==> config.mk <==
export PLATFORM = sky130hd
export DESIGN_NAME = windowed_rate_average_flat
export DESIGN_NICKNAME = d
export VERILOG_FILES = /design/src/design/wra_pkg.sv /design/src/design/wra_if.sv /design/src/design/windowed_rate_average.sv /design/src/flat_wrapper.sv
export SDC_FILE = /design/constraint.sdc
export NUM_CORES = 1
export LEC_CHECK = 0
export BUFFER_PORTS_ARGS = -buffer_cell sky130_fd_sc_hd__buf_2
export CAP_MARGIN = 5
export CORE_MARGIN = 4
export CORE_UTILIZATION = 69
export CTS_BUF_LIST = sky130_fd_sc_hd__clkbuf_8
export CTS_CLUSTER_SIZE = 8
export DETAILED_ROUTE_END_ITERATION = 7
export GPL_TIMING_DRIVEN = 0
export MAX_ROUTING_LAYER = met4
export PLACE_DENSITY = 0.88
export RECOVER_POWER = 50
export SYNTH_ARGS = -nofsm -noshare
export SYNTH_HDL_FRONTEND = slang
export SYNTH_SLANG_ARGS = --single-unit
==> constraint.sdc <==
create_clock -name clk -period 11.03 [get_ports clk]
set_input_delay 0.5515 -clock clk [delete_from_list [all_inputs] [get_ports clk]]
set_output_delay 0.5515 -clock clk [all_outputs]
set_load 0.01 [all_outputs]
==> src/design/wra_pkg.sv <==
// Shared types and constants for the windowed rate average block.
package wra_pkg;

	localparam int TIME_W  = 32;
	localparam int COUNT_W = 16;
	localparam int RATE_W  = 51;
	localparam int FRAC_SHIFT = 32;

	typedef logic [TIME_W-1:0]  time_t;
	typedef logic [COUNT_W-1:0] count_t;
	typedef logic [RATE_W-1:0]  rate_t;

	typedef enum logic [2:0] {
		ST_IDLE,
		ST_READ,
		ST_UPDATE,
		ST_LOAD,
		ST_DIVIDE,
		ST_FINISH
	} wra_state_t;

endpackage

==> src/design/wra_if.sv <==
// Valid/ready channel interfaces for samples and rate results.
interface wra_sample_if;
	import wra_pkg::*;

	logic   valid;
	logic   ready;
	time_t  elapsed_time;
	count_t event_count;

	modport source (output valid, output elapsed_time, output event_count, input ready);
	modport sink (input valid, input elapsed_time, input event_count, output ready);
endinterface

interface wra_result_if;
	import wra_pkg::*;

	logic  valid;
	logic  ready;
	rate_t rate;
	logic  divide_error;

	modport source (output valid, output rate, output divide_error, input ready);
	modport sink (input valid, input rate, input divide_error, output ready);
endinterface

==> src/design/windowed_rate_average.sv <==
// Sliding-window average event rate: count sum over time sum, Q.32, via a serial divider.
// Each sample transaction is folded into a WINDOW-deep ring and running sums, then
// one restoring divider produces one quotient bit per cycle over QW = 48 + clog2(WINDOW)
// quotient bits (51 at WINDOW = 5). A new sample is taken only in idle, once the
// previous result has entered the output register. A zero time sum skips the divide and
// returns rate 0 with divide_error set. Rates above 2^51 - 1 saturate. The result
// sits in an output register, so the next sample is accepted while it waits.
module windowed_rate_average #(
	parameter int WINDOW = 5
) (
	input  logic clk,
	input  logic arst_n,
	wra_sample_if.sink   sample,
	wra_result_if.source result
);
	import wra_pkg::*;

	localparam int LW  = (WINDOW > 1) ? $clog2(WINDOW) : 0;
	localparam int SW  = (WINDOW > 1) ? $clog2(WINDOW) : 1;
	localparam int FW  = $clog2(WINDOW + 1);
	localparam int TSW = TIME_W + LW;
	localparam int CSW = COUNT_W + LW;
	localparam int QW  = CSW + FRAC_SHIFT;
	localparam int QXW = (QW > RATE_W) ? QW : RATE_W;
	localparam int CW  = $clog2(QW);

	wra_state_t state_q, state_d;

	time_t          time_mem [WINDOW];
	count_t         count_mem [WINDOW];

	time_t          in_time_q;
	count_t         in_count_q;
	time_t          old_time_q;
	count_t         old_count_q;
	logic [TSW-1:0] time_sum_q;
	logic [CSW-1:0] count_sum_q;
	logic [SW-1:0]  slot_q;
	logic [FW-1:0]  fill_q;
	logic [TSW-1:0] rem_q;
	logic [QW-1:0]  quo_q;
	logic [CW-1:0]  step_q;
	logic           zero_q;
	logic           out_valid_q;
	rate_t          out_rate_q;
	logic           out_err_q;

	logic           full;
	logic [TSW:0]   rem_shift;
	logic [TSW:0]   rem_diff;
	logic           qbit;
	logic [QXW-1:0] quo_ext;
	rate_t          rate_sat;
	logic           out_free;

	assign full      = (fill_q == FW'(WINDOW));
	assign rem_shift = {rem_q, quo_q[QW-1]};
	assign rem_diff  = rem_shift - {1'b0, time_sum_q};
	assign qbit      = ~rem_diff[TSW];
	assign quo_ext   = QXW'(quo_q);
	assign rate_sat  = (quo_ext > QXW'({RATE_W{1'b1}})) ? {RATE_W{1'b1}} : quo_ext[RATE_W-1:0];
	assign out_free  = ~out_valid_q | result.ready;

	assign sample.ready        = (state_q == ST_IDLE);
	assign result.valid        = out_valid_q;
	assign result.rate         = out_rate_q;
	assign result.divide_error = out_err_q;

	always_ff @(posedge clk or negedge arst_n) begin
		if (!arst_n) begin
			state_q <= ST_IDLE;
		end else begin
			state_q <= state_d;
		end
	end

	always_comb begin
		state_d = state_q;
		case (state_q)
			ST_IDLE: begin
				if (sample.valid) begin
					state_d = ST_READ;
				end
			end
			ST_READ:   state_d = ST_UPDATE;
			ST_UPDATE: state_d = ST_LOAD;
			ST_LOAD: begin
				state_d = (time_sum_q == '0) ? ST_FINISH : ST_DIVIDE;
			end
			ST_DIVIDE: begin
				if (step_q == CW'(QW - 1)) begin
					state_d = ST_FINISH;
				end
			end
			ST_FINISH: begin
				if (out_free) begin
					state_d = ST_IDLE;
				end
			end
			default: state_d = ST_IDLE;
		endcase
	end

	// ring storage
	always_ff @(posedge clk) begin
		if (state_q == ST_READ) begin
			old_time_q  <= time_mem[slot_q];
			old_count_q <= count_mem[slot_q];
		end
		if (state_q == ST_UPDATE) begin
			time_mem[slot_q]  <= in_time_q;
			count_mem[slot_q] <= in_count_q;
		end
	end

	// window control
	always_ff @(posedge clk or negedge arst_n) begin
		if (!arst_n) begin
			time_sum_q  <= '0;
			count_sum_q <= '0;
			slot_q      <= '0;
			fill_q      <= '0;
		end else if (state_q == ST_UPDATE) begin
			time_sum_q  <= time_sum_q - (full ? TSW'(old_time_q) : '0) + TSW'(in_time_q);
			count_sum_q <= count_sum_q - (full ? CSW'(old_count_q) : '0) + CSW'(in_count_q);
			slot_q      <= (slot_q == SW'(WINDOW - 1)) ? '0 : slot_q + 1'b1;
			if (!full) begin
				fill_q <= fill_q + 1'b1;
			end
		end
	end

	// input capture and serial divider
	always_ff @(posedge clk) begin
		if (sample.valid && sample.ready) begin
			in_time_q  <= sample.elapsed_time;
			in_count_q <= sample.event_count;
		end
		case (state_q)
			ST_LOAD: begin
				rem_q  <= '0;
				quo_q  <= {count_sum_q, {FRAC_SHIFT{1'b0}}};
				step_q <= '0;
				zero_q <= (time_sum_q == '0);
			end
			ST_DIVIDE: begin
				rem_q  <= qbit ? rem_diff[TSW-1:0] : rem_shift[TSW-1:0];
				quo_q  <= {quo_q[QW-2:0], qbit};
				step_q <= step_q + 1'b1;
			end
			default: ;
		endcase
	end

	// result register
	always_ff @(posedge clk or negedge arst_n) begin
		if (!arst_n) begin
			out_valid_q <= 1'b0;
		end else if (state_q == ST_FINISH && out_free) begin
			out_valid_q <= 1'b1;
		end else if (result.ready) begin
			out_valid_q <= 1'b0;
		end
	end

	always_ff @(posedge clk) begin
		if (state_q == ST_FINISH && out_free) begin
			out_rate_q <= zero_q ? '0 : rate_sat;
			out_err_q  <= zero_q;
		end
	end

endmodule

==> src/flat_wrapper.sv <==
// flat-port wrapper written by rule: the top's interface ports become plain ports
module windowed_rate_average_flat import wra_pkg::*;
#(
	parameter int WINDOW = 5
)
  (clk, arst_n, sample_valid, sample_elapsed_time, sample_event_count, sample_ready, result_valid, result_rate, result_divide_error, result_ready);
  wra_sample_if sample_i ();
  wra_result_if result_i ();
  input  logic clk;
  input  logic arst_n;
  input wire logic [$bits(sample_i.valid)-1:0] sample_valid;
  input wire logic [$bits(sample_i.elapsed_time)-1:0] sample_elapsed_time;
  input wire logic [$bits(sample_i.event_count)-1:0] sample_event_count;
  output wire logic [$bits(sample_i.ready)-1:0] sample_ready;
  output wire logic [$bits(result_i.valid)-1:0] result_valid;
  output wire logic [$bits(result_i.rate)-1:0] result_rate;
  output wire logic [$bits(result_i.divide_error)-1:0] result_divide_error;
  input wire logic [$bits(result_i.ready)-1:0] result_ready;
  assign sample_i.valid = sample_valid;
  assign sample_i.elapsed_time = sample_elapsed_time;
  assign sample_i.event_count = sample_event_count;
  assign sample_ready = sample_i.ready;
  assign result_valid = result_i.valid;
  assign result_rate = result_i.rate;
  assign result_divide_error = result_i.divide_error;
  assign result_i.ready = result_ready;
  windowed_rate_average #(.WINDOW(WINDOW)) u_core (.clk(clk), .arst_n(arst_n), .sample(sample_i), .result(result_i));
endmodule
==> results of run 1 <==
[per-stage QoR]
step | setup WS, ps | std cells | util
floorplan | 4570 | 2007 | -
global placement | 823 | 2623 | 0.732
detailed placement | 6470 | 2661 | 0.743
CTS | 6410 | 2807 | 0.785
global route | 6020 | 2807 | 0.781
finish | 6330 | 2807 | 0.781
[layer usage]
layer / GRT usage / part of all wire
met5: - / 0
met4: 0.111 / 0.033
met3: 0.0508 / 0.082
met2: 0.461 / 0.47
met1: 0.424 / 0.41
[logic make-up (layout without fill, tap and decap cells)]
family | after synthesis | in the layout
buf+inv | 305 | 594
xor+xnor | 78 | 78
mux | 100 | 100
compound gates | 362 | 362
flops | 545 | 545
fa+ha+maj | 145 | 145
simple gates | 472 | 472
[flip-flops by register name, summed over array words and instances, names as in the netlist]
| register | cells |
|---|---|
| u_core.time_mem | 160 |
| u_core.result.rate | 51 |
| u_core.state_q | 3 |
| u_core.old_time_q | 32 |
| u_core.in_time_q | 32 |
| u_core.in_count_q | 16 |
| u_core.quo_ext | 51 |
| u_core.count_sum_q | 19 |
| u_core.result.valid | 1 |
| u_core.zero_q | 1 |
| u_core.step_q | 6 |
| u_core.old_count_q | 16 |
| u_core.result.divide_error | 1 |
| u_core.rem_q | 35 |
| u_core.slot_q | 3 |
| u_core.fill_q | 3 |
| u_core.count_mem | 80 |
| u_core.time_sum_q | 35 |
[path summary, 6_finish.rpt]
| path | slack, ps | from | to |
|---|---|---|---|
| worst max-delay path | 6330 | u_core.fill_q[1] | u_core.time_sum_q[34] |
| worst min-delay path | 70 | sample_event_count[6] | u_core.in_count_q[6] |
| worst max register to register | 6330 | u_core.fill_q[1] | u_core.time_sum_q[34] |
| worst min register to register | 480 | u_core.count_sum_q[6] | u_core.count_sum_q[6] |
| max in group asynchronous | 7050 | arst_n | u_core.time_sum_q[31] |
| min in group asynchronous | 1780 | arst_n | u_core.count_sum_q[4] |
[cell usage after synthesis, types with 14 or more instances]
cell type / number / area (um^2)
a21o_1: 54 / 405
a21oi_1: 76 / 380
and3_1: 89 / 557
clkbuf_1: 66 / 248
dfrtp_1: 64 / 1600
edfxtp_1: 481 / 14400
fa_1: 49 / 981
ha_1: 96 / 1200
inv_1: 223 / 837
mux2_2: 48 / 541
mux4_2: 48 / 1080
nand2_1: 140 / 526
nand3_1: 55 / 275
nor2_1: 44 / 165
nor2b_1: 62 / 388
nor3_1: 17 / 85.1
nor4_1: 14 / 87.6
o21ai_0: 105 / 526
o31ai_1: 32 / 240
xnor2_1: 42 / 368
xor2_1: 36 / 315
[report_power, final]
group,internal [mW],total (mW),switching [mW]
registers,2.94,3.23,0.289
logic,1.99,5.04,3.05
clock network,0.813,1.59,0.777
total,5.75,9.87,4.12
[final cells by class]
class,count,share of cell area
Buffer,82,0.0110
Clock buffer,91,0.0425
Clock inverter,54,0.0106
Inverter,223,0.0284
Multi-Input combinational cell,1157,0.316
Sequential cell,545,0.544
Tap cell,511,0.0217
Timing Repair Buffer,144,0.0264
==> results.json, run 1 <==
{
  "drtIter0Drc": 1726,
  "h-tree-depth": 3,
  "violations": "max-capacitance violations, max-slew violations",
  "fillCellCount": 2165,
  "crit_path_cell_trace": "inv_1 > ha_1 > clkbuf_1 > and3_1 > fa_1 > inv_1 > ha_1 > a21oi_1 > o21ai_0 > a2111oi_0 > nand4_1 > a31oi_1 > a21oi_1 > a21oi_1 > mux2i_1 > o21ai_0 > xnor2_1",
  "max-clock-path-buffers": 3,
  "hold_depth": 1,
  "hpwl_um": 43400,
  "path_class": "reg2reg",
  "wirelength_um": 60200,
  "synth_top_family_by_area": "simple AND/OR/NAND/NOR gates",
  "finalCriticalPeriod_ps": 4700,
  "slowest_stage": "clkbuf_1",
  "boundaryPins": 106,
  "cts-buffers-inserted": 87,
  "regArea_mm2": 0.0160,
  "design_area_mm2": 0.0295,
  "clk_latency_ps": 670,
  "start_util": 0.701,
  "synthXorXnorAreaFrac": 0.0258,
  "ctsResizeCount": 0,
  "layout_common_cells": "edfxtp_1 (481), inv_1 (255), nand2_1 (140)",
  "required_ps": 11560,
  "grt_usage": 0.303,
  "synthFlopType": "edfxtp_1",
  "cts_sinks": 545,
  "rows": 71,
  "gp_congestion": 0.921,
  "yosys.area_share.simple": 0.0917,
  "die_w_um": 204,
  "tritoncts": "done",
  "holdBufCountCts": 1,
  "path_buf_inv": 3,
  "layout_commonest_cell": "edfxtp_1",
  "core_area_mm2": 0.0378,
  "fmax_mhz": 213,
  "slew_violations": 103,
  "finalHoldViolations": 0,
  "multiInputGateArea_mm2": 0.00931,
  "synthCells": 2007,
  "critPathMaxFanout": 10,
  "arrival_ps": 5240,
  "muxShareOfSynthArea": 0.0627,
  "synthToLayoutAreaGrowth_pct": 11.4,
  "synth_area_mm2": 0.0265,
  "vias": 17238,
  "grt_pass1_wl_um": 94700,
  "fin_nets": 2437,
  "status": "finished, violations left",
  "n_antenna_cell": 0,
  "timing.slew.headroom": -1.57,
  "drive_gt1_frac": 0.135,
  "cp.depth": 17,
  "cts_setup_buffers": 0,
  "hp-class": "in2reg",
  "avgViaCountPerCell": 6.14,
  "powerDensity_mw_per_mm2": 334,
  "ys_seq_area_frac": 0.606,
  "grt_pass1_vias": 17299,
  "synth_edf_count": 481,
  "hold_ws_ps": 69.1,
  "critPathMaxStageDelay_ps": 530,
  "critical-path-top-delay-family": "compound AO/OA/AOI/OAI gates",
  "setup_tns_ps": 0,
  "leakage_nw": 11.7,
  "numPortBuffers": 105,
  "end_kind": "flip-flop",
  "drtAntennaViolNets": 0,
  "peakVddDrop_mv": 0.160,
  "grt_overflow": 0,
  "async_flop_share": 0.117,
  "setup_violations": 0,
  "placed_cell_area_mm2": 0.0281,
  "synth_adder_area_share": 0.0824,
  "synth.distinct_cells": 62,
  "startpoint_type": "flip-flop",
  "yosys_register_bits": 545,
  "max_slew.worst_pin.slew_ps": 3850,
  "rsz0062_at_grt": "no",
  "reg2reg_depth": 17,
  "first_pass_iters": 5,
  "clockRootBuffer": "clkbuf_8",
  "post-route-period-util": 0.426,
  "antenna_found_initial": 0,
  "drcViolationCount": 0,
  "synth_area_per_cell_um2": 13.2,
  "grt_max_degree": 65,
  "skew_ps": 32.9,
  "maxCapViolCount": 2,
  "wl_per_cell_um": 21.5,
  "fp.dieH_um": 204,
  "synth_compound_area_frac": 0.0876,
  "die_area_mm2": 0.0416,
  "clk_pin_slew_ps": 60,
  "yosysWarnings": 0,
  "worst_path_most_repeated_cell": "a21oi_1",
  "synth_nets": 2204,
  "totalPowerFinal_mw": 9.87
}
(Power assumes the default switching activity.)
==> run 2: changes to the inputs <==
ABC_AREA = 1   (was unset)
CORE_UTILIZATION = 64   (was 69)
PLACE_DENSITY = 0.82   (was 0.88)
clock period = 4.4 ns   (was 11.03 ns; I/O delays follow)
==> run 2 against run 1 <==
Compared with the run above: the flow still finishes with violations (max-capacitance violations, max-slew violations); final area up 4.8%; global-route usage up 3.6 points; register-to-register slack worse by 6100 ps; cell count up 30%; via count up 22%; clock power rose to 2.5 times the previous value; critical path type unchanged.
==> results.json, run 2 <==
{
  "critical-path-top-delay-family": "simple AND/OR/NAND/NOR gates",
  "first_pass_iters": 6,
  "fin_nets": 3259,
  "fp.dieH_um": 215,
  "clk_latency_ps": 680,
  "setup_violations": 0,
  "tritoncts": "done",
  "wl_per_cell_um": 20.9,
  "synth_area_leaders": "edfxtp_1 (53%), nand2_1 (9.0%), inv_1 (6.4%)",
  "power.switching_mw": 12.5,
  "layout_common_cells": "nand2_1 (656), inv_1 (488), edfxtp_1 (481)",
  "grt_pass1_wl_um": 118000,
  "slew_violations": 159,
  "end_kind": "flip-flop",
  "switching_share": 0.470,
  "power_frac_seq": 0.309,
  "async_flop_share": 0.117,
  "wirelength_um": 76200,
  "synthFlopType": "edfxtp_1",
  "crit_path_cell_trace": "inv_1 > nand2_1 > nor2_1 > clkbuf_1",
  "drtIter0Drc": 2381,
  "cts_sinks": 545,
  "timing.slew.headroom": -1.37,
  "synth.distinct_cells": 44,
  "avgViaCountPerCell": 5.77,
  "yosysWarnings": 0,
  "n_antenna_cell": 0,
  "synth_top_area_cell": "edfxtp_1",
  "grt_overflow": 0,
  "grt_usage": 0.339,
  "p_int_mw": 14.1,
  "power_frac_clock": 0.151,
  "hp-class": "in2reg",
  "dp_cells": 3462,
  "die_area_mm2": 0.0462,
  "path_buf_inv": 2,
  "setup_tns_ps": 0,
  "layout_commonest_cell": "nand2_1",
  "finalHoldViolations": 0,
  "vias": 21036,
  "fin_cells": 3645,
  "leakage_nw": 13.3,
  "clockRootBuffer": "clkbuf_8",
  "start_util": 0.650,
  "hpwl_um": 52600,
  "arrival_ps": 4400,
  "antenna_found_initial": 0,
  "skew_ps": 40.3,
  "largest_register": "u_core.time_mem",
  "fmax_mhz": 241,
  "ys_seq_area_frac": 0.586,
  "finalCriticalPeriod_ps": 4160,
  "critPathMaxFanout": 29,
  "critPathMaxStageDelay_ps": 1700,
  "peakVddDrop_mv": 0.591,
  "clk_pin_slew_ps": 60,
  "max-clock-path-buffers": 3,
  "synth_nets": 2986,
  "synthTopCellsByCount": "nand2_1 (657), edfxtp_1 (481), inv_1 (467)",
  "gp_congestion": 0.950,
  "core_area_mm2": 0.0421,
  "drtAntennaViolNets": 0,
  "synthCells": 2789,
  "required_ps": 4640,
  "grt_pass1_vias": 20798,
  "drcViolationCount": 0,
  "synth.most_common_cell": "nand2_1",
  "grt_max_degree": 65,
  "boundaryPins": 106,
  "synth_area_per_cell_um2": 9.82,
  "synthToLayoutAreaGrowth_pct": 12.9,
  "yosys_register_bits": 545,
  "numPortBuffers": 105,
  "slowest_stage": "nor2_1",
  "violations": "max-capacitance violations, max-slew violations",
  "max_slew.worst_pin.slew_ps": 3550,
  "yosys.area.top_type_share": 0.527,
  "synth_area_mm2": 0.0274,
  "drive_gt1_frac": 0.0683,
  "post-route-period-util": 0.945,
  "status": "finished, violations left",
  "rows": 75,
  "h-tree-depth": 3,
  "cts-buffers-inserted": 86,
  "largest_reg_flops": 160,
  "reg_top3": "u_core.time_mem (160), u_core.count_mem (80)",
  "path_class": "reg2reg",
  "die_w_um": 215,
  "maxCapViolCount": 5,
  "powerDensity_mw_per_mm2": 857,
  "startpoint_type": "flip-flop",
  "synth_edf_count": 481,
  "comb_power_share": 0.541
}
==> run 2: power by group through the flow <==
stage               clock (mW)  combinational [mW]  sequential, mW
global placement             0                13.5            8.29
finish                    4.00                14.3            8.19
global route              4.28                16.0            8.29
CTS                       3.96                14.2            8.14
floorplan                    0                9.99            8.12
detailed placement           0                14.0            8.22
==> run 2: cell families after synthesis <==
| logic type | count (synthesis) | share of synthesized area |
|---|---|---|
| AND/OR/NAND/NOR | 1211 | 0.181 |
| AO/OA/AOI/OAI | 306 | 0.0637 |
| XOR/XNOR | 47 | 0.0150 |
| flip-flops | 545 | 0.586 |
| adder cells (fa/ha/maj) | 145 | 0.0796 |
| buffers and inverters | 535 | 0.0748 |
==> run 2: worst register-to-register path: stages (launching register included) <==
cell and delay (ps):
dfrtp_1 370, inv_1 70, nand2_1 80, nor2_1 1710, clkbuf_1 1510
==> run 2: metrics by stage <==
stage | instance area [um^2] | setup WS (ps) | hold slack [ps] | power [mW] | util
4_1_cts | 31000 | 5.85 | 188 | 26.3 | 0.737
2_1_floorplan | 27400 | -712 | -75.6 | 18.1 | -
6_report | 30900 | 244 | 260 | 26.5 | 0.734
5_1_grt | 30900 | -11.3 | 241 | 28.6 | 0.734
3_5_place_dp | 29100 | 24.2 | 361 | 22.2 | 0.690
3_3_place_gp | 28600 | -3870 | 396 | 21.8 | 0.679
==> run 2: worst paths after layout <==
| kind | from | to | slack [ps] | cells past startpoint |
|---|---|---|---|---|
| min in group asynchronous | arst_n | u_core.count_sum_q[3] | 1300 | 2 |
| setup reg to reg | u_core.state_q[1] | u_core.old_time_q[0] | 240 | 4 |
| max in group asynchronous | arst_n | u_core.time_sum_q[28] | 1090 | 2 |
| hold / removal | sample_event_count[3] | u_core.in_count_q[3] | 260 | 2 |
| setup / recovery | u_core.state_q[1] | u_core.old_time_q[0] | 240 | 4 |
| hold reg to reg | u_core.zero_q | u_core.result.divide_error | 450 | 0 |
==> run 2: repair_timing <==
| item | in CTS | in global routing |
|---|---|---|
| setup buffers | 0 | 0 |
| hold endpoints to repair | 115 | 0 |
| hold buffers | 51 | 0 |
| endpoints found under the setup margin | 0 | 11 |
| gates resized for setup | 0 | 6 |
==> run 2: area by class of cell <==
class	count	area, um^2
clock inverters	44	267
multi-input cells	1709	9350
repair buffers	185	1330
well taps	539	674
plain buffers	66	293
fillers	2909	11200
flip-flops and latches	545	16000
inverters	469	1760
clock buffers	88	1210
==> run 2: routing by layer <==
layer  global-route usage  share of wire
met4                0.122          0.037
met1                0.446           0.39
met5                    -              0
met3               0.0596          0.092
met2                0.540           0.48
